## config.mk

```make
export PLATFORM = sky130hd
export DESIGN_NAME = imu_offset_deadzone_moving_average
export DESIGN_NICKNAME = d
export VERILOG_FILES = /design/src/hw/rtl/iodma_pkg.sv /design/src/hw/rtl/iodma_axis.sv /design/src/hw/rtl/iodma_cell.sv /design/src/hw/rtl/iodma_window.sv /design/src/hw/rtl/imu_offset_deadzone_moving_average.sv
export SDC_FILE = /design/constraint.sdc
export NUM_CORES = 2
export LEC_CHECK = 0
export BUFFER_PORTS_ARGS = -buffer_cell sky130_fd_sc_hd__buf_2
export CORE_MARGIN = 2
export CORE_UTILIZATION = 35
export CTS_BUF_LIST = sky130_fd_sc_hd__clkbuf_8
export DETAILED_ROUTE_END_ITERATION = 6
export HOLD_SLACK_MARGIN = 0.03
export PLACE_DENSITY = 0.6
export SKIP_LAST_GASP = 1
export SYNTH_ARGS = -nofsm -noshare
export SYNTH_HDL_FRONTEND = slang
export SYNTH_HIERARCHICAL = 1
export SYNTH_SLANG_ARGS = --single-unit
export TNS_END_PERCENT = 20
```

## constraint.sdc

```tcl
create_clock -name clk -period 24.6 [get_ports clk]
set_input_delay 6.15 -clock clk [delete_from_list [all_inputs] [get_ports clk]]
set_output_delay 6.15 -clock clk [all_outputs]
set_load 0.01 [all_outputs]
```

## src/hw/rtl/iodma_pkg.sv

```systemverilog
// ----------------------------------------------------------------------------
// IMU offset, dead zone and moving average: shared definitions
// Field widths, window geometry, register indexes and reset values.
// ----------------------------------------------------------------------------
package iodma_pkg;

  localparam int SMP_W    = 24;
  localparam int DIFF_W   = SMP_W + 1;
  localparam int MAG_W    = 23;
  localparam int WIN_LOG2 = 3;
  localparam int WIN_LEN  = 1 << WIN_LOG2;
  localparam int SUM_W    = MAG_W + WIN_LOG2;
  localparam int CFG_W    = 24;

  typedef logic signed [SMP_W-1:0] smp_t;
  typedef logic        [MAG_W-1:0] mag_t;
  typedef logic        [SUM_W-1:0] sum_t;

  typedef enum logic [2:0] {
    REG_ACCEL_X_OFS = 3'd0,
    REG_ACCEL_Y_OFS = 3'd1,
    REG_GYRO_X_OFS  = 3'd2,
    REG_GYRO_Y_OFS  = 3'd3,
    REG_GYRO_Z_OFS  = 3'd4,
    REG_GYRO_XY_DZ  = 3'd5,
    REG_GYRO_Z_DZ   = 3'd6
  } reg_idx_t;

  localparam mag_t GYRO_XY_DZ_RST = MAG_W'(256);
  localparam mag_t GYRO_Z_DZ_RST  = MAG_W'(64);

  typedef struct packed {
    logic shift_en;
    mag_t mag;
  } win_ctl_t;

endpackage

```

## src/hw/rtl/iodma_axis.sv

```systemverilog
// ----------------------------------------------------------------------------
// IMU axis conditioner
// Offset subtraction, optional dead zone and saturation to 24 bits.
// ----------------------------------------------------------------------------
module iodma_axis import iodma_pkg::*; (
  input  smp_t smp,
  input  smp_t ofs,
  input  mag_t limit,
  input  logic dz_en,
  output smp_t res
);

  logic signed [DIFF_W-1:0] diff;
  logic signed [DIFF_W-1:0] lim_pos;
  logic signed [DIFF_W-1:0] lim_neg;
  logic signed [DIFF_W-1:0] kept;
  logic                     keep;

  assign diff    = DIFF_W'(smp) - DIFF_W'(ofs);
  assign lim_pos = $signed({2'b00, limit});
  assign lim_neg = -lim_pos;
  assign keep    = !dz_en || (diff > lim_pos) || (diff < lim_neg);
  assign kept    = keep ? diff : '0;

  always_comb begin
    if (kept[DIFF_W-1] != kept[DIFF_W-2]) begin
      res = kept[DIFF_W-1] ? {1'b1, {(SMP_W-1){1'b0}}} : {1'b0, {(SMP_W-1){1'b1}}};
    end else begin
      res = kept[SMP_W-1:0];
    end
  end

endmodule

```

## src/hw/rtl/iodma_cell.sv

```systemverilog
// ----------------------------------------------------------------------------
// Window cell
// Holds one window entry and hands it to the next cell on each shift.
// ----------------------------------------------------------------------------
module iodma_cell import iodma_pkg::*; (
  input  logic clk,
  input  logic rst_n,
  input  logic shift_en,
  input  mag_t d,
  output mag_t q
);

  mag_t ent_r;

  always_ff @(posedge clk) begin
    if (!rst_n) begin
      ent_r <= '0;
    end else if (shift_en) begin
      ent_r <= d;
    end
  end

  assign q = ent_r;

endmodule

```

## src/hw/rtl/iodma_window.sv

```systemverilog
// ----------------------------------------------------------------------------
// Moving average window
// Chain of cells with a running sum; gives the mean after the new entry.
// ----------------------------------------------------------------------------
module iodma_window import iodma_pkg::*; (
  input  logic     clk,
  input  logic     rst_n,
  input  win_ctl_t ctl,
  output mag_t     mean_nxt
);

  mag_t tap [WIN_LEN+1];
  sum_t sum_r;
  sum_t sum_nxt;

  assign tap[0] = ctl.mag;

  for (genvar i = 0; i < WIN_LEN; i++) begin : g_cell
    iodma_cell u_cell (
      .clk      (clk),
      .rst_n    (rst_n),
      .shift_en (ctl.shift_en),
      .d        (tap[i]),
      .q        (tap[i+1])
    );
  end

  assign sum_nxt  = sum_r - SUM_W'(tap[WIN_LEN]) + SUM_W'(ctl.mag);
  assign mean_nxt = sum_nxt[SUM_W-1:WIN_LOG2];

  always_ff @(posedge clk) begin
    if (!rst_n) begin
      sum_r <= '0;
    end else if (ctl.shift_en) begin
      sum_r <= sum_nxt;
    end
  end

  a_cell0_load: assert property (@(posedge clk) disable iff (!rst_n)
    ctl.shift_en |=> tap[1] == $past(ctl.mag))
    else $error("first cell missed the new entry");

  a_sum_hold: assert property (@(posedge clk) disable iff (!rst_n)
    !ctl.shift_en |=> $stable(sum_r) && $stable(tap[WIN_LEN]))
    else $error("window changed without a shift");

  a_sum_rst: assert property (@(posedge clk)
    $past(!rst_n) |-> sum_r == '0)
    else $error("running sum not cleared by reset");

endmodule

```

## src/hw/rtl/imu_offset_deadzone_moving_average.sv

```systemverilog
// ----------------------------------------------------------------------------
// IMU offset removal, gyro dead zone and gyro y moving average
// Conditions five axes of each six-axis sample; averages gyro y magnitude.
// ----------------------------------------------------------------------------
// Input channel in_*: one sample per item, taken when in_valid is high and
// in_stall is low. Result channel out_*: one result per item, in order,
// taken when out_valid is high and out_stall is low.
// An accepted item is registered in the input stage, then in the output
// register, which raises out_valid. Throughput is one item per cycle while
// out_stall is low: the input stage registers the conditioned axes, the
// output register performs the window shift and running sum update.
// When the receiver stalls, the result holds in the output register and
// the input stage still takes one more item; in_stall rises only when both
// stages are full.
// The cfg_* port writes the offsets and dead zones; write only while idle.
// Reset (rst_n low, synchronous) empties both stages, zeroes the window and
// its sum, clears the offsets and restores the dead zones to 1.0 and 0.25.
// ----------------------------------------------------------------------------
module imu_offset_deadzone_moving_average import iodma_pkg::*; (
  input  logic             clk,
  input  logic             rst_n,
  input  logic             cfg_we,
  input  logic [2:0]       cfg_idx,
  input  logic [CFG_W-1:0] cfg_wdata,
  input  logic             in_valid,
  output logic             in_stall,
  input  smp_t             in_accel_x_in,
  input  smp_t             in_accel_y_in,
  input  smp_t             in_accel_z_in,
  input  smp_t             in_gyro_x_in,
  input  smp_t             in_gyro_y_in,
  input  smp_t             in_gyro_z_in,
  output logic             out_valid,
  input  logic             out_stall,
  output smp_t             out_accel_x_out,
  output smp_t             out_accel_y_out,
  output smp_t             out_accel_z_out,
  output smp_t             out_gyro_x_out,
  output smp_t             out_gyro_y_out,
  output smp_t             out_gyro_z_out,
  output mag_t             out_gyro_y_mean
);

  smp_t ax_ofs_r, ay_ofs_r, gx_ofs_r, gy_ofs_r, gz_ofs_r;
  mag_t gxy_dz_r, gz_dz_r;

  smp_t ax_c, ay_c, gx_c, gy_c, gz_c;
  logic [SMP_W-1:0] gy_abs;
  mag_t mag_c;

  logic a_vld_r;
  smp_t a_ax_r, a_ay_r, a_az_r, a_gx_r, a_gy_r, a_gz_r;
  mag_t mag_r;

  logic b_vld_r;
  smp_t b_ax_r, b_ay_r, b_az_r, b_gx_r, b_gy_r, b_gz_r;
  mag_t b_mean_r;

  logic     a_ld;
  logic     b_ld;
  win_ctl_t win_ctl;
  mag_t     mean_nxt;

  always_ff @(posedge clk) begin
    if (!rst_n) begin
      ax_ofs_r <= '0;
      ay_ofs_r <= '0;
      gx_ofs_r <= '0;
      gy_ofs_r <= '0;
      gz_ofs_r <= '0;
      gxy_dz_r <= GYRO_XY_DZ_RST;
      gz_dz_r  <= GYRO_Z_DZ_RST;
    end else if (cfg_we) begin
      unique case (cfg_idx)
        REG_ACCEL_X_OFS: ax_ofs_r <= cfg_wdata;
        REG_ACCEL_Y_OFS: ay_ofs_r <= cfg_wdata;
        REG_GYRO_X_OFS:  gx_ofs_r <= cfg_wdata;
        REG_GYRO_Y_OFS:  gy_ofs_r <= cfg_wdata;
        REG_GYRO_Z_OFS:  gz_ofs_r <= cfg_wdata;
        REG_GYRO_XY_DZ:  gxy_dz_r <= cfg_wdata[MAG_W-1:0];
        REG_GYRO_Z_DZ:   gz_dz_r  <= cfg_wdata[MAG_W-1:0];
        default: ;
      endcase
    end
  end

  iodma_axis u_ax (.smp(in_accel_x_in), .ofs(ax_ofs_r), .limit(gxy_dz_r), .dz_en(1'b0),
                   .res(ax_c));
  iodma_axis u_ay (.smp(in_accel_y_in), .ofs(ay_ofs_r), .limit(gxy_dz_r), .dz_en(1'b0),
                   .res(ay_c));
  iodma_axis u_gx (.smp(in_gyro_x_in), .ofs(gx_ofs_r), .limit(gxy_dz_r), .dz_en(1'b1),
                   .res(gx_c));
  iodma_axis u_gy (.smp(in_gyro_y_in), .ofs(gy_ofs_r), .limit(gxy_dz_r), .dz_en(1'b1),
                   .res(gy_c));
  iodma_axis u_gz (.smp(in_gyro_z_in), .ofs(gz_ofs_r), .limit(gz_dz_r), .dz_en(1'b1),
                   .res(gz_c));

  // full-scale negative has no 23-bit magnitude: clamp
  assign gy_abs = gy_c[SMP_W-1] ? (~gy_c + SMP_W'(1)) : gy_c;
  assign mag_c  = gy_abs[SMP_W-1] ? {MAG_W{1'b1}} : gy_abs[MAG_W-1:0];

  assign b_ld     = a_vld_r && (!b_vld_r || !out_stall);
  assign in_stall = a_vld_r && !b_ld;
  assign a_ld     = in_valid && !in_stall;

  always_ff @(posedge clk) begin
    if (!rst_n) begin
      a_vld_r <= 1'b0;
    end else if (a_ld || b_ld) begin
      a_vld_r <= a_ld;
    end
  end

  always_ff @(posedge clk) begin
    if (a_ld) begin
      a_ax_r <= ax_c;
      a_ay_r <= ay_c;
      a_az_r <= in_accel_z_in;
      a_gx_r <= gx_c;
      a_gy_r <= gy_c;
      a_gz_r <= gz_c;
      mag_r  <= mag_c;
    end
  end

  assign win_ctl.shift_en = b_ld;
  assign win_ctl.mag      = mag_r;

  iodma_window u_window (
    .clk      (clk),
    .rst_n    (rst_n),
    .ctl      (win_ctl),
    .mean_nxt (mean_nxt)
  );

  always_ff @(posedge clk) begin
    if (!rst_n) begin
      b_vld_r <= 1'b0;
    end else if (b_ld || !out_stall) begin
      b_vld_r <= b_ld;
    end
  end

  always_ff @(posedge clk) begin
    if (b_ld) begin
      b_ax_r   <= a_ax_r;
      b_ay_r   <= a_ay_r;
      b_az_r   <= a_az_r;
      b_gx_r   <= a_gx_r;
      b_gy_r   <= a_gy_r;
      b_gz_r   <= a_gz_r;
      b_mean_r <= mean_nxt;
    end
  end

  assign out_valid       = b_vld_r;
  assign out_accel_x_out = b_ax_r;
  assign out_accel_y_out = b_ay_r;
  assign out_accel_z_out = b_az_r;
  assign out_gyro_x_out  = b_gx_r;
  assign out_gyro_y_out  = b_gy_r;
  assign out_gyro_z_out  = b_gz_r;
  assign out_gyro_y_mean = b_mean_r;

  a_in_fill: assert property (@(posedge clk) disable iff (!rst_n)
    in_valid && !in_stall |=> a_vld_r)
    else $error("accepted item did not reach the input stage");

  a_stage_hold: assert property (@(posedge clk) disable iff (!rst_n)
    a_vld_r && !b_ld |=> a_vld_r && $stable(mag_r) && $stable(a_gy_r))
    else $error("input stage lost or changed a waiting item");

  a_out_drain: assert property (@(posedge clk) disable iff (!rst_n)
    b_vld_r && !out_stall && !b_ld |=> !out_valid)
    else $error("result repeated after it was taken");

endmodule
```

==> summary.md <==
| Metric | Value |
|---|---|
| Status | finished clean |
| CTS clock-pin slew for the worst setup and hold paths | 0.06 ns |
| Crit path DAT | 6.68 ns |
| Die Wd | 353 um |
| Fill cell count | 12000 |
| Crit end category | output port |
| Starting Density | 35.4% |
| Crit Path Category | input pin to output port |
| Crit path launch type | input pin |
| Post-synth top cells | nand2_1 (560), inv_1 (427), ha_1 (387), dfxtp_1 (378), edfxtp_1 (334) |
| Clk buf depth | 3 |
| Detailed Place HPWL | 89.9 mm |
| Via/cell ratio | 5.00 |
| TNS Setup | 0 ns |
| Placed inst area | 0.0456 sq mm |
| Total grt overflow | 0 |
| FFs w/ async S/R, synth | 0% |
| First-pass GRT wire length | 182 mm |
| Nets@finish | 5317 |
| Placed insts | 6206 |
| Sequential-to-total area share from yosys stat | 41.3% |
| Clock root cell | clkbuf_8 |
| Crit path time final | 12.83 ns |
| Area contributors post-synth | edfxtp_1 (24%), dfxtp_1 (18%), ha_1 (11%), nand2_1 (4.9%), mux2i_1 (4.9%) |
| Tcrit/Tclk final | 52.2% |
| Fmax | 77.9 MHz |
| Die boundary height | 353 um |
| Post-cts sizing count | 0 |
| Most frequent cell on the critical path | buf_2 |
| Fin cells | 6448 |
| CTS tree | built |
| Detailed Routing Iterations Pass 1 | 6 |
| Final WL | 120 mm |
| Inserted Clock Buffers | 130 |
| Final Hold Vio Count | 0 |
| Share of layout cells above drive strength 1 | 13.7% |
| Mean routed wirelength per cell | 18.6 um |
| Hold-fix buffers, CTS | 0 |
| Critical Path Max Stage Delay | 0.25 ns |
| Residual DRC | 0 |
| Clock sink count | 712 |
| Gr usage total | 18.9% |
| Max reg flops | 184 |
| GPL Wtd Cong | 0.904 |
| 1st-iter DRT viols | 1976 |
| Area leader, netlist | edfxtp_1 |
| Leakage | 19.0 nW |
| Worst EP required | 18.45 ns |
| Vias in the first global route | 31300 |
| EDFF count, synth | 334 |
| Unique masters post-synth | 88 |
| CP max-delay cell | and3_1 |
| Rows | 127 |
| RSZ-0062 raised after global routing | no |
| Die area | 0.124 sq mm |
| H-tree depth | 4 |
| Setup Skew | 0.0443 ns |
| Max-cap violation count | 0 |
| Yosys top cell area share | 23.6% |
| Via count | 32200 |
| Largest net degree at the start of global routing | 232 |
| IO Count | 345 |
| VDD IR-drop max | 49.9 uV |
| Final instance area | 0.0482 sq mm |
| Path type of the worst min-delay path | register to register |
| Mean post-synth cell area | 9.74 sq um |
| Std-Cell Core Area | 0.120 sq mm |
| Crit-path cells | buf_2 -> and3_1 -> buf_2 |
| Buffers on Ports | 344 |
| Crit path max fanout | 3 |
| Worst-Margin Slew | 1.14 ns |
| Post-synthesis cell area | 0.0426 sq mm |
| Max Slew Vio Count | 0 |
| Yosys warning total | 6 |
| Ys flop type | dfxtp_1 |
| Rel. slew slack | 24.3% |
| Postcts setup bufs | 0 |
| Initial antenna violation count | 17 |
| Post-synthesis cell count | 4371 |
| P&R area growth vs syn | 13.3% |
| Top-count cell post-synth | nand2_1 |
| Flops & latches, synth | 712 |
| Number of nets still failing antenna checks after routing | 0 |
| Final setup vio count | 0 |
| Worst-skew pair later-pin latency | 0.82 ns |
| Cell Pwr Density | 74.7 mW/mm^2 |
[area by class of cell]
cell class	count	area [sq um]	area share [%]
Clock buffer	147	2020	4.20
Inverter	427	1600	3.32
Tap cell	1612	2020	4.18
Multi-Input combinational cell	3078	22400	46.4
Clock inverter	90	593	1.23
Sequential cell	712	17600	36.5
Antenna cell	5	12.5	0.0260
Timing Repair Buffer	377	2000	4.15
[metal layers]
layer	part of all wire, %	vias to the layer above	track usage (%)
met5	0.069	-	0
met4	3.9	14	8.29
met3	5.3	211	3.51
met2	46	813	30.8
met1	45	15100	24.4
li1	-	16100	-
[final timing paths]
check / cells past startpoint / to / from / slack [ns]
min: 0 / out_accel_x_out[14] / a_ax_r[14] / 0.41
max: 3 / in_stall / out_stall / 11.77
min reg2reg: 0 / out_accel_x_out[14] / a_ax_r[14] / 0.41
max reg2reg: 22 / mag_r[1] / gy_ofs_r[0] / 17.31
[critical path: cells and delay by family]
kind,cells,cell delay [ns]
buffers and inverters,2,0.28
AND/OR/NAND/NOR,1,0.25
[logic make-up after synthesis]
| kind of cell | after synthesis | synth area share (%) |
|---|---|---|
| flip-flops | 712 | 41.3 |
| buffers and inverters | 586 | 6.28 |
| other | 2 | 0.0176 |
| AND/OR/NAND/NOR | 1285 | 14.6 |
| multiplexers | 209 | 4.92 |
| adder cells (fa/ha/maj) | 415 | 12.7 |
| XOR/XNOR | 223 | 4.59 |
| AO/OA/AOI/OAI | 939 | 15.6 |
[placed cells by master (no fill, tap or decap), types with 48 or more instances in the layout]
cell type    n
xor2_1      64
inv_1      468
ha_1       387
o21ai_0    108
dfxtp_1    378
nand2_1    560
nor3_1      57
nor2b_1    227
mux2i_1    208
clkbuf_8   148
nor2_1     145
o21ai_1     61
edfxtp_1   334
a21oi_1    154
a21o_1      80
nand3_1     61
buf_2      343
a21boi_0   167
xnor2_1    159
o31ai_1     48
[stage by stage]
step | util, % | power (W) | setup slack, ns | hold slack [ns]
after floorplan | - | 0.00230 | 4.14 | 0.400
after global placement | 37.9 | 0.00247 | 11.13 | 0.400
after detailed placement | 37.9 | 0.00249 | 11.19 | 0.405
after CTS | 40.1 | 0.00365 | 11.76 | 0.407
after global routing | 40.1 | 0.00383 | 11.42 | 0.415
final | 40.1 | 0.00360 | 11.77 | 0.411
[power breakdown]
| part | internal (W) | switching [W] |
|---|---|---|
| clock | 0.000609 | 0.000522 |
| sequential | 0.00138 | 0.0000482 |
| combinational | 0.000402 | 0.000639 |
| total | 0.00239 | 0.00121 |
Power figures use the tool's default switching activity.
